### config.mk
export PLATFORM = sky130hd
export DESIGN_NAME = gb3_window
export DESIGN_NICKNAME = d
export VERILOG_FILES = /design/src/sv/gb3_pkg.sv /design/src/sv/gb3_window.sv
export SDC_FILE = /design/constraint.sdc
export NUM_CORES = 1
export LEC_CHECK = 0
export ABC_AREA = 1
export BUFFER_PORTS_ARGS = -buffer_cell sky130_fd_sc_hd__buf_2
export CELL_PAD_IN_SITES_DETAIL_PLACEMENT = 0
export CELL_PAD_IN_SITES_GLOBAL_PLACEMENT = 1
export CORE_ASPECT_RATIO = 1.75
export CORE_MARGIN = 2
export CORE_UTILIZATION = 42
export DETAILED_ROUTE_END_ITERATION = 10
export GPL_ROUTABILITY_DRIVEN = 0
export GPL_TIMING_DRIVEN = 0
export PLACE_DENSITY = 0.85
export SKIP_CTS_REPAIR_TIMING = 1
export SLEW_MARGIN = 40
export SYNTH_ARGS = -nofsm -noshare
export SYNTH_HDL_FRONTEND = slang
export SYNTH_SLANG_ARGS = --single-unit
### constraint.sdc
create_clock -name clk -period 3.8 [get_ports clk]
set_input_delay 1.14 -clock clk [delete_from_list [all_inputs] [get_ports clk]]
set_output_delay 1.14 -clock clk [all_outputs]
set_load 0.02 [all_outputs]
### src/sv/gb3_pkg.sv
// shared constants and types for the 3x3 gaussian blur
// used by every module of the block; depends on nothing
package gb3_pkg;

    // image geometry limits
    localparam int MAX_WIDTH   = 1024;
    localparam int PIXEL_BITS  = 8;
    localparam int COL_BITS    = $clog2(MAX_WIDTH);
    localparam int ROW_BITS    = 16;
    localparam int WIDTH_BITS  = 11;
    localparam int CFG_BITS    = 16;

    // kernel column sum (1 2 1) and full sum (x16) widths
    localparam int COL_SUM_BITS = PIXEL_BITS + 2;
    localparam int SUM_BITS     = PIXEL_BITS + 4;
    localparam int SHIFT_BITS   = 4;

    // output queue
    localparam int FIFO_DEPTH = 4;
    localparam int FIFO_PTR_BITS = $clog2(FIFO_DEPTH);
    localparam int FIFO_CNT_BITS = $clog2(FIFO_DEPTH + 1) + 1;

    // configuration register indexes
    localparam logic REG_IMAGE_WIDTH  = 1'b0;
    localparam logic REG_IMAGE_HEIGHT = 1'b1;

    // position tag carried along with a pixel
    typedef struct packed {
        logic                emit;
        logic [ROW_BITS-1:0] row;
        logic [COL_BITS-1:0] col;
        logic                last;
    } pos_t;

    // one finished result word
    typedef struct packed {
        logic [PIXEL_BITS-1:0] value;
        logic [ROW_BITS-1:0]   row;
        logic [COL_BITS-1:0]   col;
        logic                  last;
    } res_t;

endpackage

### src/sv/gb3_window.sv
// 3x3 window kept as three weighted column sums, and the final kernel sum
// depends on gb3_pkg
module gb3_window
(
    input  logic                              clk,
    input  logic                              rst_n,
    input  logic                              col_valid,
    input  logic [gb3_pkg::PIXEL_BITS-1:0]    col_upper,
    input  logic [gb3_pkg::PIXEL_BITS-1:0]    col_middle,
    input  logic [gb3_pkg::PIXEL_BITS-1:0]    col_lower,
    input  gb3_pkg::pos_t                     col_pos,
    output logic                              res_valid,
    output gb3_pkg::res_t                     res
);

    logic [gb3_pkg::COL_SUM_BITS-1:0] col_sum;
    logic [gb3_pkg::COL_SUM_BITS-1:0] left_reg;
    logic [gb3_pkg::COL_SUM_BITS-1:0] center_reg;
    logic [gb3_pkg::COL_SUM_BITS-1:0] right_reg;
    logic                             s2_valid_reg;
    gb3_pkg::pos_t                    s2_pos_reg;
    logic [gb3_pkg::SUM_BITS-1:0]     total;

    // vertical 1 2 1 weighting of the incoming column
    assign col_sum = gb3_pkg::COL_SUM_BITS'(col_upper)
                   + gb3_pkg::COL_SUM_BITS'({col_middle, 1'b0})
                   + gb3_pkg::COL_SUM_BITS'(col_lower);

    // column shift and result stage control
    always_ff @(posedge clk or negedge rst_n)
    begin
        if (!rst_n)
        begin
            left_reg     <= '0;
            center_reg   <= '0;
            right_reg    <= '0;
            s2_valid_reg <= 1'b0;
        end
        else
        begin
            if (col_valid)
            begin
                left_reg   <= center_reg;
                center_reg <= right_reg;
                right_reg  <= col_sum;
            end
            s2_valid_reg <= col_valid && col_pos.emit;
        end
    end

    // position tag follows the pixel
    always_ff @(posedge clk)
    begin
        if (col_valid)
        begin
            s2_pos_reg <= col_pos;
        end
    end

    // horizontal 1 2 1 weighting, divide by 16
    assign total = gb3_pkg::SUM_BITS'(left_reg)
                 + gb3_pkg::SUM_BITS'({center_reg, 1'b0})
                 + gb3_pkg::SUM_BITS'(right_reg);

    assign res_valid = s2_valid_reg;
    assign res.value = total[gb3_pkg::SUM_BITS-1:gb3_pkg::SHIFT_BITS];
    assign res.row   = s2_pos_reg.row;
    assign res.col   = s2_pos_reg.col;
    assign res.last  = s2_pos_reg.last;

endmodule

=== Word-level counts from Yosys, hierarchy flattened ===
Cells that the tools add are included.

* Add/subtract/negate cells: 4
* Reductions and logical operators: 1

{| class="wikitable"
|+ Operators by type and width
! kind !! number
|-
| $add 10x11->12 || 1
|-
| $add 12x10->12 || 1
|-
| $add 10x8->10 || 1
|-
| $add 8x9->10 || 1
|-
| $logic_and 1x1->1 || 1
|}

* Bits in registers: 58
* Input port bits: 55
* Output and inout port bits: 36
* Word-level logic and storage cells: 12

=== Depth between registers and ports, before layout ===
Gate-level depths: netlist of the first run.

* Word-level depth: 2
* Gate-level depth with buffers: 12
* Mapped depth without buffers: 12

=== Least setup slack after synthesis of the first run ===
OpenSTA, ideal clock, no wires.

* Path kind: register to output
* Start: register left_reg[5] in the netlist's numbering
* End: output res[29] in the netlist's numbering
* Arrival time: 1.962 ns
* Required time: 2.660 ns
* Setup slack: 0.698 ns
* Cell stages (with the launch flop): 8
* Path buffers: 0
* Cells stage by stage: dfrtp_1 > fa_1 > ha_1 > nand2_1 > nand2_1 > o21bai_1 > nor2_1 > xor2_1

{| class="wikitable"
|+ RTL lines
! what !! RTL line !! text
|-
| start, declared || gb3_window.sv:17 || <nowiki>logic [gb3_pkg::COL_SUM_BITS-1:0] left_reg;</nowiki>
|-
| start signal, assigned || gb3_window.sv:43 || <nowiki>left_reg <= center_reg;</nowiki>
|-
| end, declared || gb3_window.sv:13 || <nowiki>output gb3_pkg::res_t res</nowiki>
|}

==> metrics.cfg, run 1 <==
[synthesis]
syn_area_um2 = 3060
yosysSeqAreaShare_pct = 51.9
ys_warn_count = 0
synth_edf_count = 27
synthTopCellsByArea = edfxtp_1 (27%), dfrtp_1 (25%), nand2_1 (13%)
synth_top_area_share_pct = 26.5
synth_top_cell_by_area = edfxtp_1
synth-seq-cells = 58
async_flop_share_pct = 53.4
syn_avg_cell_area_um2 = 10.3
mappedNetlistNets = 388
synth_ff_type = dfrtp_1
syn_inst = 298
ys_types = 24

[timing]
report.final.hold_viol_count = 0
maxSlewViolCount = 0
setup_violations = 0
period_share_pct = 92.5
fin_skew_ns = 0.00152
worstMarginPinSlew_ns = 0.678
period_minus_slack_ns = 3.52
tns_ns = 0
worst_slack_ns = 0.285
max_slew_margin_pct = 54.8
rsz0062_at_grt = no
whs_ns = 0.511
fmax_ghz = 0.284

[finish]
syn_to_final_growth_pct = 27.6
layout-drive-gt1-share_pct = 28.0
largest_reg_flops = 27
final_util_pct = 54.7
diodes = 0
num-fill-cells = 628
final_nets = 489
postLayoutCellArea_um2 = 3900

[min_path]
worst_hold_path.endpoint = left_reg[8]
hp-start = left_reg[8]
hp-class = register to register
whs_path_depth = 2

[floorplanning]
die_h_um = 117
rows = 41
die_x_um = 68.5
die_area_um2 = 8000
initial_core_util_pct = 42.9
core_area_um2 = 7130
ios = 91

[pwr]
cellLeakagePower_nw = 2.00
powerDensity_nw_per_um2 = 735
ir_worst_vdd_mv = 0.360

[drt]
vias = 2378
firstDrtPassIters = 4
wirelength_um = 6290
drt_iter0_markers = 149
drtAntennaViolNets = 0
vias_per_cell = 4.85
routedWlPerCell_um = 12.8
post-route-drc-count = 0

[worst_setup_path]
regToRegEndpoint = center_reg[1]
path_class = register to output pin
cp_max_fo = 4
cp-start-kind = register
worstPathArrival_ns = 2.38
r2r-start = center_reg[1]
end_kind = output pin
r2r_cells = 2
r2r_slack_ns = 3.11
crit_required_ns = 2.66

[clocking]
cts_buffers = 9
root_buffer = clkbuf_16
cts_tree = built
cts.htree.levels = 3
cts.sinks = 58
clk_latency_ns = 0.32
clk_pin_slew_ns = 0.05
clockBufferDepth = 2

[status]
status = finished clean

[placed_design]
placed_cell_area_um2 = 3610
dp_slack_ns = 0.628
io_buffers = 90
place_hpwl_um = 4920

[flow_run]
maxCapViolations = 0

[global_routing]
antenna_found_initial = 0
grt_max_degree = 32
grt_pass1_wl_um = 10200
track_usage_pct = 17.3
grt_pass1_vias = 2350
grt-ovfl-total = 0

## cells by family (layout without fill, tap and decap cells)
logic type	count (synthesis)	after routing	synth area share (%)
AO/OA/AOI/OAI	33	33	5.85
flip-flops	58	58	51.9
AND/OR/NAND/NOR	129	129	17.3
XOR/XNOR	6	6	1.72
buffers and inverters	37	143	4.71
adder cells (fa/ha/maj)	35	35	18.5
## report_power, final
group | switching (mW) | internal [mW]
Clock | 0.259 | 0.501
Sequential | 0.0735 | 0.759
Combinational | 0.810 | 0.467
## worst max path at each step
stage | from | endpoint | slack, ns | depth (start not counted)
after floorplan | left_reg[5] | res[29] | 0.70 | 7
after global placement | left_reg[8] | res[33] | 0.64 | 9
after detailed placement | left_reg[5] | res[33] | 0.63 | 10
after CTS | left_reg[5] | res[29] | 0.28 | 8
after global routing | left_reg[4] | res[33] | 0.13 | 9
final | left_reg[5] | res[29] | 0.28 | 8
## Yosys cell counts (all sizes together) (2+ instances only)
master and number:
clkbuf 2, nand3b 2, fa 17, o21bai 2, nand3 12, inv 31
o21ai 18, nor3 2, nand4 2, xnor2 2, nand2 104, xor2 4
a21oi 11, nor2 7, ha 18, buf 4, dfrtp 31, edfxtp 27
## cells in the final DEF, fill, tap and decap left out, types with 3 or more instances in the layout
| master | count |
|---|---|
| a21oi_1 | 11 |
| buf_2 | 94 |
| clkbuf_1 | 3 |
| clkbuf_16 | 9 |
| clkinv_2 | 3 |
| dfrtp_1 | 31 |
| edfxtp_1 | 27 |
| fa_1 | 17 |
| ha_1 | 18 |
| inv_1 | 31 |
| nand2_1 | 102 |
| nand3_1 | 10 |
| nor2_1 | 7 |
| o21ai_0 | 15 |
| xor2_1 | 4 |
## cell type report
type	count	area, µm²	area share [%]
multi-input cells	203	1330	34.0
flip-flops and latches	58	1590	40.7
plain buffers	6	27.5	0.706
clock inverters	6	57.6	1.48
clock buffers	10	229	5.87
inverters	31	116	2.98
well taps	86	108	2.76
repair buffers	90	450	11.5
## metal layers
layer / wire length (µm) / track usage [%] / up-vias
met5: 0 / 0 / -
li1: - / - / 1171
met4: 214 / 10.3 / 0
met1: 2280 / 16.8 / 1098
met2: 3300 / 31.0 / 88
met3: 493 / 5.35 / 21
## metrics by stage
stage                     power (mW)  cells
after floorplan                 1.74    298
after global placement          2.09    474
after detailed placement        2.12    474
after CTS                       2.90    490
after global routing            3.10    490
final                           2.87    490
## critical path, cell delays in order, from the launching register on
cell and delay, ns:
dfrtp_1 0.39, fa_1 0.48, ha_1 0.38, nand2_1 0.10
nand2_1 0.08, o21bai_1 0.18, nor2_1 0.12, xor2_1 0.14
buf_2 0.18
(Power assumes the default switching activity.)
==> run 2, diff against run 1 <==
--- a/config.mk
+++ b/config.mk
@@ -8,3 +8,2 @@
 export ABC_AREA = 1
-export BUFFER_PORTS_ARGS = -buffer_cell sky130_fd_sc_hd__buf_2
 export CELL_PAD_IN_SITES_DETAIL_PLACEMENT = 0
@@ -13,7 +12,8 @@
 export CORE_MARGIN = 2
-export CORE_UTILIZATION = 42
+export CORE_UTILIZATION = 51
 export DETAILED_ROUTE_END_ITERATION = 10
+export DONT_BUFFER_PORTS = 1
 export GPL_ROUTABILITY_DRIVEN = 0
 export GPL_TIMING_DRIVEN = 0
-export PLACE_DENSITY = 0.85
+export PLACE_DENSITY = 0.83
 export SKIP_CTS_REPAIR_TIMING = 1
--- a/constraint.sdc
+++ b/constraint.sdc
@@ -3,2 +3,2 @@
 set_output_delay 1.14 -clock clk [all_outputs]
-set_load 0.02 [all_outputs]
+set_load 0.005 [all_outputs]
==> run 2 against run 1 <==
  * Worst hold slack worse by 0.020 ns
  * Setup slack gained 0.12 ns
  * Count of clock-buffer cells in the layout rose by 2
  * Total power shrank 22%
  * Final cell count decreased by 20%
  * Sequential power rose by 0.8%
  * Design area down 15%
  * Register-to-register slack worse by 0.03 ns
  * Clock power down 33%
  * Routed wire length decreased by 13%
  * Largest power group unchanged
==> metrics.cfg, run 2 (same netlist as run 1, synthesis figures left out) <==
[finish]
diodes = 0
final_nets = 399
largest_reg_flops = 27
mostFrequentLayoutCells = nand2_1 (102), inv_1 (31), dfrtp_1 (31)
final_common_cell = nand2_1
layout-drive-gt1-share_pct = 6.37
syn_to_final_growth_pct = 9.01

[timing]
period_minus_slack_ns = 3.39
report.final.hold_viol_count = 0
whs_ns = 0.491
period_share_pct = 89.3
rsz0062_at_grt = no
max_slew_margin_pct = 64.9
fmax_ghz = 0.295
fin_skew_ns = 0.00334
setup_violations = 0
worstMarginPinSlew_ns = 0.527
maxSlewViolCount = 0
tns_ns = 0

[worst_setup_path]
crit_required_ns = 2.66
end_kind = output pin
cp-start-kind = register
worstPathArrival_ns = 2.25
cp_max_fo = 4
path_class = register to output pin

[drt]
drt_iter0_markers = 143
wirelength_um = 5500
vias_per_cell = 5.13
firstDrtPassIters = 4
drtAntennaViolNets = 0
vias = 2012
post-route-drc-count = 0
routedWlPerCell_um = 14.0

[pwr]
clkPwrFrac_pct = 22.6
switching_power_mw = 0.853
pwr-share-seq_pct = 37.3
internal-power_mw = 1.40
ir_worst_vdd_mv = 0.283
powerDensity_nw_per_um2 = 675
switching_share_pct = 37.9
share_comb_of_total_power_pct = 40.1
cellLeakagePower_nw = 1.59
power_mw = 2.25

[global_routing]
grt_max_degree = 32
grt_pass1_wl_um = 9080
track_usage_pct = 18.3
antenna_found_initial = 0
grt-ovfl-total = 0
grt_pass1_vias = 2062

[placed_design]
place_hpwl_um = 4450
io_buffers = 0

[flow_run]
maxCapViolations = 0

[floorplanning]
die_h_um = 106
die_x_um = 62.5
rows = 37
core_area_um2 = 5830
ios = 91
die_area_um2 = 6650
initial_core_util_pct = 52.4

[clocking]
cts.htree.levels = 3
root_buffer = clkbuf_8
cts_buffers = 9
clk_latency_ns = 0.34
clk_pin_slew_ns = 0.06
clockBufferDepth = 2
cts.sinks = 58
cts_tree = built

[status]
status = finished clean

[min_path]
hp-class = input pin to async pin

-- run 2: layout make-up --
| class | instances | area, µm² |
|---|---|---|
| fill | 536 | 2500 |
| sequential | 58 | 1590 |
| multi-input combinational | 203 | 1330 |
| clock buffer | 12 | 135 |
| inverter | 31 | 116 |
| tap | 78 | 97.6 |
| clock inverter | 4 | 42.5 |
| buffer | 6 | 27.5 |
-- run 2: per-stage QoR --
step	setup WS, ns	utilization [%]	cells	area, µm²
final	0.407	57.1	392	3330
after global routing	0.252	57.1	392	3330
after CTS	0.371	57.1	392	3330
after detailed placement	0.752	54.1	376	3150
after global placement	0.767	54.1	376	3150
after floorplan	0.899	-	298	3060
-- run 2: metal layers --
| metal | wire length [µm] | share of wire (%) | track usage, % | vias up |
|---|---|---|---|---|
| li1 | - | - | - | 985 |
| met5 | 0 | 0 | 0 | - |
| met3 | 332 | 6.0 | 6.67 | 10 |
| met2 | 3060 | 56 | 33.7 | 80 |
| met1 | 1970 | 36 | 16.9 | 937 |
| met4 | 138 | 2.5 | 10.3 | 0 |
-- run 2: power groups by stage --
stage	combinational, mW	clock [mW]	sequential [mW]
floorplan	0.722	0	0.832
global placement	0.887	0	0.848
detailed placement	0.912	0	0.851
CTS	0.915	0.525	0.840
global route	1.05	0.552	0.852
finish	0.902	0.509	0.839
-- run 2: worst max-delay path, stage by stage, from the launching register on --
cell and delay, ns:
dfrtp_1 0.40, fa_1 0.48, ha_1 0.37, nand2_1 0.09, nand2_1 0.07, o21bai_1 0.18
nor2_1 0.12, xor2_1 0.21
-- run 2: path summary, 6_finish.rpt --
kind,start,endpoint,slack [ns],cells past startpoint
max in group asynchronous,rst_n,left_reg[7],3.22,0
setup / recovery,left_reg[5],res[29],0.41,7
hold / removal,rst_n,right_reg[1],0.49,0
setup reg to reg,center_reg[1],center_reg[1],3.08,2
hold reg to reg,left_reg[8],left_reg[8],0.51,2
min in group clk,left_reg[8],left_reg[8],0.51,2
==> run 3, diff against run 2 <==
Settings changed: CORE_UTILIZATION 51 to 48, PLACE_DENSITY 0.83 to 0.79.
Clock period 3.8 ns to 3.7 ns, I/O delays scaled along.
==> run 3 against run 2 <==
  * Routed wire length is 1.0% higher
  * Die area is 5.9% higher
  * Global-route usage is 0.95 points lower
  * Combinational power is 2% higher
  * Total power is 4.1% higher
  * Core utilization is 2.8 points lower
  * Critical path type unchanged
  * Largest power group unchanged
==> metrics.cfg, run 3 (same netlist as run 1, synthesis figures left out) <==
[global_routing]
antenna_found_initial = 0
grt-ovfl-total = 0
track_usage_pct = 17.3
grt_pass1_vias = 2014
grt_max_degree = 32
grt_pass1_wl_um = 8910

[floorplanning]
ios = 91
die_h_um = 110
rows = 38
die_area_um2 = 7050
core_area_um2 = 6180
initial_core_util_pct = 49.5
die_x_um = 64.3

[placed_design]
io_buffers = 0
placed_cell_area_um2 = 3160
dp.cells = 378
place_hpwl_um = 4460

[worst_setup_path]
crit_path_top_delay_cell = fa_1
slowest_delay_ns = 0.48
path_cells = fa_1 > ha_1 > a21oi_1 > o21bai_1 > nor2_1 > xor2_1
crit_buf_inv = 0
end_kind = output pin
path_class = register to output pin
cp_max_fo = 3
crit_required_ns = 2.59
cp-start-kind = register
worstPathArrival_ns = 2.28
crit_family = adder cells

[timing]
tns_ns = 0
fmax_ghz = 0.295
maxSlewViolCount = 0
max_slew_margin_pct = 68.2
worstMarginPinSlew_ns = 0.477
report.final.hold_viol_count = 0
period_minus_slack_ns = 3.39
fin_skew_ns = 0.00415
rsz0062_at_grt = no
setup_violations = 0
period_share_pct = 91.6

[finish]
mostFrequentLayoutCells = nand2_1 (102), inv_1 (31), dfrtp_1 (31)
final_nets = 399
largest_reg_flops = 27
num-fill-cells = 581
syn_to_final_growth_pct = 9.86
final_cells = 394
regArea_um2 = 1590
layout-drive-gt1-share_pct = 7.64
postLayoutCellArea_um2 = 3360
diodes = 0
final_common_cell = nand2_1
multi_input_area_um2 = 1330

[clocking]
cts.sinks = 58
root_buffer = clkbuf_8
clk_latency_ns = 0.34
cts.htree.levels = 3
clockBufferDepth = 2
clk_pin_slew_ns = 0.06
cts_buffers = 9
cts_tree = built

[drt]
wl_met2_um = 2930
wl_met3_um = 341
post-route-drc-count = 0
wirelength_um = 5560
vias = 2012
vias_per_cell = 5.11
drt-met1-wl_um = 2060
maxUsedRoutingLayer = met4
firstDrtPassIters = 4
drtAntennaViolNets = 0
routedWlPerCell_um = 14.1
drt_iter0_markers = 132

[min_path]
hp-class = input pin to async pin

[flow_run]
maxCapViolations = 0

[pwr]
power_mw = 2.34
ir_worst_vdd_mv = 0.224
cellLeakagePower_nw = 1.61
powerDensity_nw_per_um2 = 697

[status]
status = finished clean

run 3: per-layer routing:
metal	GRT usage, %	vias to the layer above
met5	0	-
met4	12.5	0
met3	5.32	17
met2	31.2	85
met1	16.3	921
li1	-	989
run 3: worst paths after layout:
path                                 end  cells after the start  slack [ns]         start
setup / recovery                 res[29]                      6        0.31   left_reg[3]
hold / removal             center_reg[1]                      0        0.46         rst_n
setup reg to reg           center_reg[9]                      2        3.00  right_reg[9]
hold reg to reg              left_reg[5]                      2        0.51   left_reg[5]
max in group asynchronous  center_reg[8]                      0        3.15         rst_n
min in group clk             left_reg[5]                      2        0.51   left_reg[5]
run 3: report_power, final:
group | total (mW) | internal, mW | switching, mW | leakage [nW]
logic | 0.921 | 0.347 | 0.574 | 0.851
registers | 0.861 | 0.779 | 0.0816 | 0.648
clock network | 0.560 | 0.334 | 0.226 | 0.106
run 3: final cells by class:
cell class	count	area share (%)
clock inverter	1	0.149
multi-input combinational	203	39.5
inverter	31	3.46
tap	80	2.98
buffer	6	0.820
sequential	58	47.2
clock buffer	15	5.85
run 3: through the flow:
step           hold slack, ns  setup slack, ns  utilization, %
3_3_place_gp            0.496            0.694            51.1
5_1_grt                 0.441            0.149            54.3
6_report                0.461            0.310            54.3
4_1_cts                 0.445            0.291            54.3
3_5_place_dp            0.504            0.667            51.1
2_1_floorplan           0.483            0.829               -
