[config.mk]
export PLATFORM = sky130hd
export DESIGN_NAME = gb3_result_fifo
export DESIGN_NICKNAME = d
export VERILOG_FILES = /design/src/sv/gb3_pkg.sv /design/src/sv/gb3_result_fifo.sv
export SDC_FILE = /design/constraint.sdc
export NUM_CORES = 1
export LEC_CHECK = 0
export ABC_AREA = 1
export BUFFER_PORTS_ARGS = -buffer_cell sky130_fd_sc_hd__buf_2
export CAP_MARGIN = 10
export CORE_MARGIN = 5
export CORE_UTILIZATION = 40
export CTS_BUF_LIST = sky130_fd_sc_hd__clkbuf_16
export DETAILED_ROUTE_END_ITERATION = 10
export GPL_TIMING_DRIVEN = 0
export PLACE_DENSITY_LB_ADDON = 0.3
export RECOVER_POWER = 100
export SYNTH_ARGS = -nofsm -noshare
export SYNTH_HDL_FRONTEND = slang
export SYNTH_SLANG_ARGS = --single-unit
export TNS_END_PERCENT = 20
[constraint.sdc]
create_clock -name clk -period 4.3 [get_ports clk]
set_input_delay 0.215 -clock clk [delete_from_list [all_inputs] [get_ports clk]]
set_output_delay 0.215 -clock clk [all_outputs]
set_load 0.005 [all_outputs]
[src/sv/gb3_pkg.sv]
// shared constants and types for the 3x3 gaussian blur
// used by every module of the block; depends on nothing
package gb3_pkg;

    // image geometry limits
    localparam int MAX_WIDTH   = 1024;
    localparam int PIXEL_BITS  = 8;
    localparam int COL_BITS    = $clog2(MAX_WIDTH);
    localparam int ROW_BITS    = 16;
    localparam int WIDTH_BITS  = 11;
    localparam int CFG_BITS    = 16;

    // kernel column sum (1 2 1) and full sum (x16) widths
    localparam int COL_SUM_BITS = PIXEL_BITS + 2;
    localparam int SUM_BITS     = PIXEL_BITS + 4;
    localparam int SHIFT_BITS   = 4;

    // output queue
    localparam int FIFO_DEPTH = 4;
    localparam int FIFO_PTR_BITS = $clog2(FIFO_DEPTH);
    localparam int FIFO_CNT_BITS = $clog2(FIFO_DEPTH + 1) + 1;

    // configuration register indexes
    localparam logic REG_IMAGE_WIDTH  = 1'b0;
    localparam logic REG_IMAGE_HEIGHT = 1'b1;

    // position tag carried along with a pixel
    typedef struct packed {
        logic                emit;
        logic [ROW_BITS-1:0] row;
        logic [COL_BITS-1:0] col;
        logic                last;
    } pos_t;

    // one finished result word
    typedef struct packed {
        logic [PIXEL_BITS-1:0] value;
        logic [ROW_BITS-1:0]   row;
        logic [COL_BITS-1:0]   col;
        logic                  last;
    } res_t;

endpackage

[src/sv/gb3_result_fifo.sv]
// small output queue that decouples the pipeline from the result stall
// depends on gb3_pkg
module gb3_result_fifo
(
    input  logic                                clk,
    input  logic                                rst_n,
    input  logic                                push,
    input  gb3_pkg::res_t                       push_word,
    output logic                                out_valid,
    input  logic                                out_stall,
    output gb3_pkg::res_t                       out_word,
    output logic [gb3_pkg::FIFO_CNT_BITS-1:0]   level
);

    gb3_pkg::res_t                          entry_reg [gb3_pkg::FIFO_DEPTH];
    logic [gb3_pkg::FIFO_PTR_BITS-1:0]      wr_ptr_reg;
    logic [gb3_pkg::FIFO_PTR_BITS-1:0]      rd_ptr_reg;
    logic [gb3_pkg::FIFO_CNT_BITS-1:0]      count_reg;
    logic [gb3_pkg::FIFO_CNT_BITS-1:0]      count_next;
    logic                                   pop;

    assign out_valid = (count_reg != '0);
    assign pop       = out_valid && !out_stall;
    assign out_word  = entry_reg[rd_ptr_reg];
    assign level     = count_reg;

    // occupancy update
    always_comb
    begin
        count_next = count_reg;
        if (push && !pop)
        begin
            count_next = count_reg + 1'b1;
        end
        else if (pop && !push)
        begin
            count_next = count_reg - 1'b1;
        end
    end

    // pointers and count
    always_ff @(posedge clk or negedge rst_n)
    begin
        if (!rst_n)
        begin
            wr_ptr_reg <= '0;
            rd_ptr_reg <= '0;
            count_reg  <= '0;
        end
        else
        begin
            if (push)
            begin
                wr_ptr_reg <= wr_ptr_reg + 1'b1;
            end
            if (pop)
            begin
                rd_ptr_reg <= rd_ptr_reg + 1'b1;
            end
            count_reg <= count_next;
        end
    end

    // storage
    always_ff @(posedge clk)
    begin
        if (push)
        begin
            entry_reg[wr_ptr_reg] <= push_word;
        end
    end

endmodule
* Word-level counts from Yosys, hierarchy flattened
Memories as Yosys holds them, arrays and structs flattened.
Cells that the tools add are included.
** Operators by class
- Add/sub/neg operators :: 4
- Muxes and demuxes :: 4
- Reduce and logical (&&, ||, !) cells :: 8
** Operator list (count)
- $mux 4 :: 2
- $add 2x1->2 const B :: 2
- $add 4x1->4 const B :: 1
- $reduce_bool 4->1 :: 1
- $sub 4x1->4 const B :: 1
- $logic_and 1x1->1 :: 3
- $logic_not 1->1 :: 3
- $mux 1 :: 2
- $reduce_bool 2->1 :: 1
** Word-level totals
- Register bits after elaboration :: 8
- Bits in writable memories :: 140
- Bits of input ports :: 39
- Output and inout port bits :: 40
- Word-level logic and storage cells :: 20
- Memories kept :: 1
** Memory list
- entry_reg :: depth 4, bits a word 35, rd ports 1, clocked after memory_dff 0, wr ports 1, line gb3_result_fifo.sv:15 : gb3_pkg::res_t entry_reg [gb3_pkg::FIFO_DEPTH];

* Depth between registers and ports, before layout
Gate-level depths: netlist of the first run.
- Depth in word-level cells :: 5
- Mapped depth :: 12

* Worst setup path before layout of the first run
Ideal clock, no wire load.
- Path type :: reg-to-reg
- Start point :: reg count_reg, in the netlist level[0]
- End point :: reg count_reg, in the netlist level[3]
- Setup time :: 117 ps
- Arrival :: 1753 ps
- Data required time :: 4183 ps
- Path slack :: 2429 ps
- Cell stages (with the launch flop) :: 12
- Path buffers :: 0
- Period minus slack after synthesis :: 1871 ps
- Path through :: dfrtp_1 > nor2_1 > nand2_1 > nand2_1 > ha_1 > inv_1 > ha_1 > or2_2 > nand2_1 > nand2_1 > nand3_1 > nand2_1
** Between the ends
- Longest elaborated chain between the ends :: 5
- Elaborated cells on any way between the ends :: 10
- Those cells by class :: add/sub: 2; mux: 2; reduce/logical: 6
** RTL lines
- start: declaration :: line gb3_result_fifo.sv:18 : logic [gb3_pkg::FIFO_CNT_BITS-1:0] count_reg;
- start signal: assignment :: line gb3_result_fifo.sv:60 : count_reg <= count_next;
- $reduce_bool 4->1 * :: line gb3_result_fifo.sv:22 : assign out_valid = (count_reg != '0);
- named net out_valid :: line gb3_result_fifo.sv:9 : output logic out_valid,
- $logic_and 1x1->1 * :: line gb3_result_fifo.sv:23 : assign pop = out_valid && !out_stall;
- $logic_not 1->1 :: line gb3_result_fifo.sv:31 : if (push && !pop)
- $logic_and 1x1->1 :: line gb3_result_fifo.sv:31
- $mux 4 / $reduce_bool 2->1 (equally long branches)
The timed path passes the listed nets; every way through them passes the cells marked *. The select of a mux whose other input is x is not followed.
A chain may end at the register's enable or synchronous reset.

==> results of run 1 <==
where the power goes:
part | internal [mW] | switching, mW | leakage (nW)
combinational | 0.515 | 1.02 | 0.740
sequential | 1.91 | 0.101 | 1.38
clock | 0.833 | 0.535 | 0.271
total | 3.26 | 1.65 | 2.39
critical path: cells and delay by family, from the launching register on:
kind,cells,cell delay (ns)
DFF,1,0.49
buffers and inverters,3,0.91
AOI/OAI and AO/OA,2,0.41
routing by layer:
metal	vias up	part of all wire	GRT usage
met3	5	0.060	0.0552
met4	0	0.0051	0.0506
met2	105	0.50	0.262
met1	1775	0.43	0.198
li1	1689	-	-
met5	-	0	0
cell usage in the layout (no fill, tap or decap), types with 2 or more instances in the layout:
master         instances
edfxtp_1             140
nor2_1                73
o21ai_0               69
clkbuf_1              62
o22ai_1               35
buf_2                 33
nand2_1               20
clkbuf_16             17
inv_1                 13
dlygate4sd3_1         10
dfrtp_1                8
ha_1                   7
clkinv_2               5
clkinv_1               5
clkbuf_2               3
o21ai_1                3
xor2_1                 3
nand3_1                3
xnor2_1                2
clkinvlp_4             2
bufinv_16              2
cells by family (layout without fill, tap and decap cells):
| kind of cell | Yosys count | count (layout) | synth area share |
|---|---|---|---|
| flip-flops | 148 | 148 | 0.776 |
| AO/OA/AOI/OAI | 107 | 107 | 0.102 |
| AND/OR/NAND/NOR | 97 | 97 | 0.0653 |
| buffers and inverters | 35 | 155 | 0.0298 |
| adder cells (fa/ha/maj) | 8 | 8 | 0.0190 |
| XOR/XNOR | 5 | 5 | 0.00772 |
final cells by class:
class,count,area (um2),area share
sequential,148,4400,0.642
multi-input combinational,217,1100,0.160
clock buffer,17,425,0.0620
timing repair buffer,88,419,0.0611
tap,180,225,0.0328
clock inverter,15,123,0.0179
buffer,22,113,0.0164
inverter,13,50.0,0.00730
worst max path at each step:
stage                         startpoint                    endpoint  slack (ns)  cells past startpoint
5_1_grt        rd_ptr_reg[1]$_DFFE_PN0P_                out_word[28]        1.67                      5
3_5_place_dp        level[0]$_DFFE_PN0P_        level[3]$_DFFE_PN0P_        2.25                     11
6_report       rd_ptr_reg[1]$_DFFE_PN0P_                out_word[31]        1.85                      5
3_3_place_gp   wr_ptr_reg[0]$_DFFE_PN0P_  entry_reg[0][15]$_DFFE_PP_        1.98                      4
2_1_floorplan       level[0]$_DFFE_PN0P_        level[3]$_DFFE_PN0P_        2.43                     11
4_1_cts        rd_ptr_reg[1]$_DFFE_PN0P_                out_word[31]        2.19                      5
per-stage QoR:
step	worst slack (ns)	hold slack, ns	cell area [um2]	util	instances
after floorplan	2.43	-0.0806	5670	-	400
final	1.85	0.0629	6860	0.494	700
after detailed placement	2.25	0.0845	6290	0.453	658
after global routing	1.67	0.0633	6860	0.494	700
after global placement	1.98	0.0738	6290	0.453	658
after CTS	2.19	0.000421	6930	0.499	699
==> summary.md, run 1 <==
| Metric | Value |
|---|---|
| Synthesized area per cell | `roughly 14 um2` |
| TritonCTS Buffers | `17` |
| Leak | `between 2 and 2.5 nW` |
| Flops & latches, synth | `between 100 and 150` |
| Total number of vias | `3,574` |
| WHS Endpoint | `entry_reg[2][9]$_DFFE_PP_` |
| Failing checks | `max-capacitance violations, max-slew violations` |
| Status | `finished, violations left` |
| Max Fclk | `around 410 MHz` |
| Io pins | `79` |
| Gpl congestion | `0.736` |
| Initial core utilization | `0.409` |
| Post-synth EDFFs | `140` |
| Data required, critical path | `roughly 4 ns` |
| Syn Std Cell Area | `roughly 5700 um2` |
| Max reg flops | `140` |
| Reg clk slew, reported paths | `0.06 ns` |
| Post CTS Setup Buffer Count | `0` |
| Clock Latency Late Sink | `0.42 ns` |
| Slew of the pin with the lowest slew margin | `~1.7 ns` |
| Max VDD drop | `about 0.36 mV` |
| Number of I/O port buffers | `just under 80` |
| Core area | `13,900 um2` |
| Hold path cells | `1` |
| Critical-path top delay cell | `dfrtp_1` |
| Post-synth top flop | `edfxtp_1` |
| Total gr overflow | `0` |
| Fin. max-slew vios | `about 140` |
| Final setup viols | `0` |
| Power, Total | `about 5 mW` |
| Crit end category | `primary output` |
| Largest net degree at the start of global routing | `36` |
| CP Launch Type | `flop` |
| Num Clock Sinks | `around 150` |
| Cell taking the most area after synthesis | `edfxtp_1` |
| Critical path's most frequent cell | `clkbuf_1` |
| Worst Path Max Fanout | `10` |
| CTS H-tree lvls | `4` |
| Synth area leaders | `edfxtp_1, o21ai_0, nor2_1, o22ai_1, dfrtp_1` |
| Crit Path Class | `reg -> out` |
| Routed WL per cell | `~18 um` |
| Final min period | `about 2.4 ns` |
| Worst reg2reg path depth | `4` |
| 1st-iter DRT viols | `about 200` |
| DRT Pass-1 Iters | `6` |
| Worst Path Arrival | `~2.2 ns` |
| Crit share post-route | `0.569` |
| Total track usage | `0.159` |
| Asr flop ratio synth | `0.0541` |
| Post_cts resized | `0` |
| Yosys cell types | `21` |
| Hold Path Origin | `push_word[9]` |
| Worst-path cell chain | `inv_1 > clkbuf_1 > o21ai_0 > o22ai_1 > clkbuf_1` |
| Die Outline Area | `16,700 um2` |
| CTS root buf | `clkbuf_16` |
| Setup TNS Final | `0 ns` |
| Antenna Cells | `0` |
| Top cell type's share of synthesized area | `0.741` |
| Longest Clk Path Bufs | `2` |
| Final Hold Fails | `0` |
| R2r setup slk | `1.94 ns` |
| Pwr dens | `approximately 720 nW/um2` |
| Critical Path Max Stage Delay | `approximately 0.49 ns` |
| Reg2Reg Capture Point | `entry_reg[0][20]$_DFFE_PP_` |
| Commonest cells in the netlist | `edfxtp_1, nor2_1, o21ai_0` |
| RSZ-0062 raised after global routing | `no` |
| R2r startpoint | `wr_ptr_reg[0]$_DFFE_PN0P_` |
| Share of cells above drive strength 1 | `0.127` |
| # nets final | `between 500 and 600` |
| FILL cells | `1,261` |
| Final HPWL from detailed placement | `about 7600 um` |
| Max-cap violations | `4` |
| Count leader, synth | `edfxtp_1` |
| Syn. warnings | `0` |
| Synthesized instance count | `400` |
| Row cnt | `43` |
| Initial antenna violation count | `0` |
| Area Overhead vs Synth | `20.9%` |
| Global-route wire length before repair | `19,700 um` |
| Chip Height | `approximately 130 um` |
| Seq/Total Area, Yosys | `0.776` |
| WL final | `around 13,000 um` |
| CTS hold repair buffers | `9` |
| Via/cell ratio | `5.11` |
| DRC | `0` |
| Slew margin rel. | `-0.123` |
| Worst Skew | `approximately 0.0044 ns` |
| Die Wd | `129 um` |
| Post-route ant nets | `0` |
| Number of global-route vias before repair | `approximately 3,700` |
| Syn nets | `447` |
| Hold Path Class | `in -> reg` |
| CTS tree | `done` |
(Power assumes the default switching activity.)
==> inputs of run 2 (changes only) <==
Settings changed: ABC_AREA 1 to 0.
Clock period 4.3 ns to 2.5 ns, I/O delays scaled along.
==> run 2 against run 1 <==
The run now ends clean; sequential share of layout area down 4.0 points; combinational power increased by 58%; sequential power grew 70%; wire length shrank 21%; synthesized cell count down 42%; cell area is 6.7% higher; largest cell class unchanged; flip-flop and latch count unchanged; critical path depth increased by 3.
==> summary.md, run 2 <==
| Metric | Value |
|---|---|
| Status | `finished, final reports clean` |
| WL final | `just over 10,000 um` |
| Post-route ant nets | `0` |
| Sequential share of power | `0.408` |
| Count leader, synth | `edfxtp_1` |
| Commonest non-fill, non-tap cells in the layout | `edfxtp_1, buf_2, dlygate4sd3_1, clkbuf_1, mux4_2` |
| RSZ-0062 raised after global routing | `no` |
| Num Clock Sinks | `between 100 and 150` |
| Global-route wire length before repair | `~16,000 um` |
| Post-synth top flop | `edfxtp_1` |
| Die Outline Area | `roughly 17,000 um2` |
| Antenna Cells | `0` |
| Asr flop ratio synth | `0.0541` |
| Largest net degree at the start of global routing | `27` |
| CP Buf/Inv Count | `1` |
| Routed WL per cell | `between 15 and 20 um` |
| Max Fclk | `426 MHz` |
| CTS H-tree lvls | `4` |
| Number of I/O port buffers | `78` |
| Post-synth EDFFs | `140` |
| Syn. warnings | `0` |
| Io pins | `79` |
| WHS | `around 0.028 ns` |
| Final Hold Fails | `0` |
| Flops & latches, synth | `~150` |
| Post-Route Utilization | `0.527` |
| Max VDD drop | `0.625 mV` |
| Switching Power | `about 2.2 mW` |
| Switching Fraction | `0.265` |
| Pre-CTS WS | `-0.242 ns` |
| Commonest cells in the netlist | `edfxtp_1, mux4_2, dfrtp_1` |
| Data required, critical path | `roughly 2.8 ns` |
| Synthesized instance count | `234` |
| Yosys cell types | `28` |
| Critical Path Max Stage Delay | `slightly above 0.5 ns` |
| Max-cap violations | `0` |
| Chip Height | `~130 um` |
| Core area | `13,900 um2` |
| Worst Skew | `~0.0047 ns` |
| DRT Pass-1 Iters | `4` |
| Slew margin rel. | `0.646` |
| Critical-path top delay cell | `or4_1` |
| Final setup viols | `0` |
| Cell taking the most area after synthesis | `edfxtp_1` |
| Fin. max-slew vios | `0` |
| Commonest non-fill, non-tap cell in the layout | `edfxtp_1` |
| Gpl congestion | `0.705` |
| Synth area leaders | `edfxtp_1, mux4_2, dfrtp_1, mux4_1, ha_1` |
| Number of global-route vias before repair | `2,981` |
| Pwr dens | `approximately 1100 nW/um2` |
| Combinational share of power | `0.288` |
| CTS root buf | `clkbuf_16` |
| Crit Path Class | `reg -> reg` |
| Crit share post-route | `0.938` |
| CTS tree | `done` |
| Seq/Total Area, Yosys | `0.781` |
| Internal power | `between 6 and 7 mW` |
| Share of cells above drive strength 1 | `0.306` |
| Hold Path Class | `in -> reg` |
| Slew of the pin with the lowest slew margin | `0.531 ns` |
| Top cell type's share of synthesized area | `0.745` |
| Clock Latency Late Sink | `between 0.4 and 0.5 ns` |
| 1st-iter DRT viols | `between 150 and 200` |
| Setup WS post-layout | `approximately 0.15 ns` |
| DRC | `0` |
| Total number of vias | `between 2,000 and 3,000` |
| Syn Std Cell Area | `about 5600 um2` |
| Max reg flops | `140` |
| Reg clk slew, reported paths | `roughly 0.060 ns` |
| Row cnt | `43` |
| Initial core utilization | `0.406` |
| Area Overhead vs Synth | `29.7%` |
| Initial antenna violation count | `0` |
| Power, Total | `8.39 mW` |
| CP Launch Type | `flop` |
| Leak | `about 2.5 nW` |
| Longest Clk Path Bufs | `2` |
| Clock group share of total power | `0.304` |
| Syn nets | `between 200 and 300` |
| Total track usage | `0.133` |
| Die Wd | `~130 um` |
| Worst Path Max Fanout | `6` |
| Final min period | `around 2.3 ns` |
| # nets final | `420` |
| Inst Count DP | `about 500` |
| Total gr overflow | `0` |
| Synthesized area per cell | `roughly 24 um2` |
| Worst Path Arrival | `roughly 2.6 ns` |
| Worst-path cell chain | `nor4_4 > or2_2 > ha_4 > inv_2 > ha_4 > or4_1 > o211ai_1 > o211ai_1` |
| Via/cell ratio | `just under 5` |
| Finished Layout Cells | `approximately 570` |
| Crit end category | `flop` |
| Final HPWL from detailed placement | `around 6300 um` |
| Worst path top cell family by delay | `simple AND/OR/NAND/NOR gates` |
| TritonCTS Buffers | `17` |
==> run 2: cell types whose count changed after synthesis, moves of 11 or more <==
cell	previous run	this run
buf_2	16	5
o22ai_1	35	0
nand2_1	20	3
o21ai_0	59	2
o21ai_1	13	0
mux4_2	0	28
nor2_1	73	0
==> run 2: worst paths after layout <==
kind,from,endpoint,slack (ns),cells past startpoint
hold / removal,out_stall,rd_ptr_reg[1]$_DFFE_PN0P_,0.03,3
hold reg to reg,wr_ptr_reg[0]$_DFFE_PN0P_,wr_ptr_reg[0]$_DFFE_PN0P_,0.54,1
setup / recovery,level[2]$_DFFE_PN0P_,level[3]$_DFFE_PN0P_,0.15,8
setup reg to reg,level[2]$_DFFE_PN0P_,level[3]$_DFFE_PN0P_,0.15,8
max in group asynchronous,rst_n,rd_ptr_reg[1]$_DFFE_PN0P_,2.02,2
min in group asynchronous,rst_n,level[0]$_DFFE_PN0P_,0.16,2
==> run 2: power by group through the flow <==
stage	sequential, mW	combinational [mW]	clock (mW)
2_1_floorplan	3.43	1.48	0
4_1_cts	3.43	2.49	2.61
5_1_grt	3.47	2.65	2.73
3_5_place_dp	3.46	2.42	0
3_3_place_gp	3.46	2.30	0
6_report	3.42	2.42	2.55
==> run 2: layout make-up <==
| class | instances | area (um2) |
|---|---|---|
| plain buffers | 9 | 96.3 |
| clock buffers | 17 | 425 |
| clock inverters | 15 | 173 |
| fillers | 1122 | 6560 |
| inverters | 4 | 15.0 |
| multi-input cells | 73 | 1170 |
| flip-flops and latches | 148 | 4400 |
| well taps | 180 | 225 |
| repair buffers | 120 | 810 |
==> run 2: per-stage QoR <==
| step | cell area, um2 | setup TNS (ns) |
|---|---|---|
| 2_1_floorplan | 5640 | 0 |
| 3_3_place_gp | 6260 | -10.42 |
| 3_5_place_dp | 6350 | -0.242 |
| 4_1_cts | 7350 | 0 |
| 5_1_grt | 7320 | 0 |
| 6_report | 7320 | 0 |
==> run 2: kinds of logic (layout without fill, tap and decap cells) <==
family / after synthesis / after routing / synth area share
xor+xnor: 5 / 5 / 0.00776
buf+inv: 13 / 165 / 0.0197
compound gates: 7 / 7 / 0.00821
simple gates: 16 / 16 / 0.0164
fa+ha+maj: 8 / 8 / 0.0191
flops: 148 / 148 / 0.781
mux: 37 / 37 / 0.148
==> run 2: worst register-to-register path, delay by kind of cell (launching register included) <==
kind                     cells  cell delay [ns]
AND/OR/NAND/NOR              3             1.08
flip-flops                   1             0.46
adder cells (fa/ha/maj)      2             0.41
AO/OA/AOI/OAI                2             0.20
buffers and inverters        1             0.07
==> run 2: what timing repair did <==
item | CTS | global route
setup endpoints to repair | 1 | 1
pin swaps | 0 | 1
buffers inserted | 0 | 1
endpoints found under the hold margin | 149 | 0
hold buffers | 37 | 0
resized for setup | 5 | 4
==> run 2: metal layers <==
| metal | share of wire | vias up | wire, um | GRT usage |
|---|---|---|---|---|
| li1 | - | 1265 | - | - |
| met1 | 0.42 | 1422 | 4260 | 0.166 |
| met2 | 0.50 | 74 | 5020 | 0.211 |
| met3 | 0.061 | 19 | 614 | 0.0469 |
| met4 | 0.020 | 0 | 202 | 0.0574 |
| met5 | 0 | - | 0 | 0 |
==> inputs of run 3 (changes only) <==
Settings changed: BUFFER_PORTS_ARGS -buffer_cell sky130_fd_sc_hd__buf_2 to default, DONT_BUFFER_PORTS from default to 1.
==> run 3 against run 2 <==
Critical path depth is the same; cell area decreased by 5.2%; non-clock buffer count fell by 77; wire length is 1.1% lower; die area unchanged; via count shrank 8.7%; clock skew about the same; register-to-register slack got worse by 0.03 ns; largest cell class unchanged; highest routed layer unchanged.
==> summary.md, run 3 (same netlist as run 2, synthesis figures left out) <==
| Metric | Value |
|---|---|
| WL final | `between 9000 and 10,000 um` |
| Hold Path Class | `in -> async` |
| Total gr overflow | `0` |
| Area Overhead vs Synth | `23.0%` |
| DRT Pass-1 Iters | `4` |
| Die Wd | `between 100 and 150 um` |
| Crit end category | `flop` |
| Multi-input logic area | `1160 um2` |
| CTS H-tree lvls | `4` |
| Total number of vias | `~2,500` |
| CTS root buf | `clkbuf_16` |
| Largest net degree at the start of global routing | `28` |
| Max Fclk | `about 420 MHz` |
| Max VDD drop | `0.478 mV` |
| Final Hold Fails | `0` |
| Worst Path Max Fanout | `6` |
| Worst reg2reg path depth | `8` |
| Crit Path Class | `reg -> reg` |
| 1st-iter DRT viols | `between 150 and 200` |
| Total track usage | `0.129` |
| Initial core utilization | `0.406` |
| R2r setup slk | `~0.12 ns` |
| Share of cells above drive strength 1 | `0.265` |
| Final HPWL from detailed placement | `~6300 um` |
| Commonest non-fill, non-tap cell in the layout | `edfxtp_1` |
| Longest Clk Path Bufs | `2` |
| DRC | `0` |
| Reg clk slew, reported paths | `around 0.060 ns` |
| CP Launch Type | `flop` |
| Via/cell ratio | `roughly 5.2` |
| TritonCTS Buffers | `17` |
| Gpl congestion | `between 0.6 and 0.7` |
| Io pins | `79` |
| Number of I/O port buffers | `0` |
| Row cnt | `43` |
| Global-route wire length before repair | `~16,000 um` |
| Commonest non-fill, non-tap cells in the layout | `edfxtp_1, dlygate4sd3_1, mux4_2, clkbuf_16` |
| R2r startpoint | `level[2]$_DFFE_PN0P_` |
| Clock Latency Late Sink | `about 0.40 ns` |
| Leak | `between 2 and 2.5 nW` |
| Worst Skew | `approximately 0.0047 ns` |
| Max-cap violations | `0` |
| Routed WL per cell | `between 20 and 25 um` |
| Slew margin rel. | `0.738` |
| # nets final | `about 340` |
| Chip Height | `between 100 and 150 um` |
| Post-route ant nets | `0` |
| Worst Path Arrival | `2.66 ns` |
| Crit share post-route | `0.952` |
| Status | `finished, final reports clean` |
| Max reg flops | `140` |
| Antenna Cells | `0` |
| Num Clock Sinks | `around 150` |
| Reg area | `~4400 um2` |
| Initial antenna violation count | `0` |
| Core area | `about 14,000 um2` |
| Reg2Reg Capture Point | `level[3]$_DFFE_PN0P_` |
| Final Cell Area | `between 6000 and 7000 um2` |
| Final setup viols | `0` |
| Final min period | `about 2.4 ns` |
| Die Outline Area | `between 15,000 and 20,000 um2` |
| CTS tree | `done` |
| Placed Area | `between 5000 and 6000 um2` |
| Pwr dens | `1140 nW/um2` |
| FILL cells | `1,143` |
| Fin. max-slew vios | `0` |
| Number of global-route vias before repair | `roughly 2,800` |
| Data required, critical path | `about 2.8 ns` |
| Slew of the pin with the lowest slew margin | `~0.39 ns` |
| Setup TNS Final | `0 ns` |
==> run 3: cell count changes in the layout (fill, tap and decap cells not counted), moves of 2 or more <==
cell,previous run,this run
dfrtp_2,0,2
inv_1,7,4
clkbuf_1,37,0
dfrtp_1,8,6
bufinv_16,4,2
clkinv_4,0,3
buf_2,46,5
==> run 3: what timing repair did <==
action | 4_1_cts | 5_1_grt
pin swaps | 0 | 1
endpoints found under the hold margin | 152 | 0
hold buffers | 38 | 0
buffers inserted | 0 | 1
resized for setup | 5 | 4
endpoints found under the setup margin | 1 | 1
==> run 3: layout make-up <==
cell class	instances	area share
Clock buffer	17	0.0613
Sequential cell	148	0.635
Buffer	9	0.0139
Timing Repair Buffer	43	0.0674
Clock inverter	15	0.0202
Multi-Input combinational cell	73	0.168
Tap cell	180	0.0324
Inverter	4	0.00216
==> run 3: worst max path at each step <==
stage	slack, ns	from	depth (start not counted)	to
after floorplan	0.007	level[0]$_DFFE_PN0P_	8	level[3]$_DFFE_PN0P_
after global placement	-0.21	level[0]$_DFFE_PN0P_	8	level[3]$_DFFE_PN0P_
after detailed placement	-0.28	level[0]$_DFFE_PN0P_	8	level[3]$_DFFE_PN0P_
after CTS	0.05	level[0]$_DFFE_PN0P_	8	level[3]$_DFFE_PN0P_
after global routing	-0.02	level[2]$_DFFE_PN0P_	8	level[3]$_DFFE_PN0P_
final	0.12	level[2]$_DFFE_PN0P_	8	level[3]$_DFFE_PN0P_
==> run 3: metrics by stage <==
stage	total power, mW	util	std cells	worst slack (ns)	hold slack [ns]
4_1_cts	8.02	0.499	488	0.0512	0.0553
5_1_grt	8.32	0.500	489	-0.0209	0.0830
3_3_place_gp	5.40	0.423	414	-0.208	-0.170
3_5_place_dp	5.50	0.429	418	-0.284	-0.170
2_1_floorplan	4.91	-	234	0.00652	-0.171
6_report	7.89	0.500	489	0.120	0.0711
==> run 3: routing by layer <==
| metal | track usage | share of wire |
|---|---|---|
| met5 | 0 | 0 |
| met4 | 0.0537 | 0.012 |
| met3 | 0.0490 | 0.069 |
| met2 | 0.207 | 0.51 |
| met1 | 0.158 | 0.41 |
==> run 3: critical path, stage by stage, from the launching register on <==
cell and delay, ns:
dfrtp_2 0.46, nor4_4 0.33, or2_4 0.18, ha_2 0.23
inv_2 0.09, ha_4 0.24, or4_1 0.51, o211ai_1 0.11
o211ai_1 0.10
==> run 3: where the power goes <==
| group | switching [mW] | internal [mW] | leakage [nW] |
|---|---|---|---|
| Clock | 0.921 | 1.45 | 0.277 |
| Sequential | 0.176 | 3.26 | 1.38 |
| Combinational | 1.07 | 1.01 | 0.646 |
| Total | 2.17 | 5.72 | 2.30 |
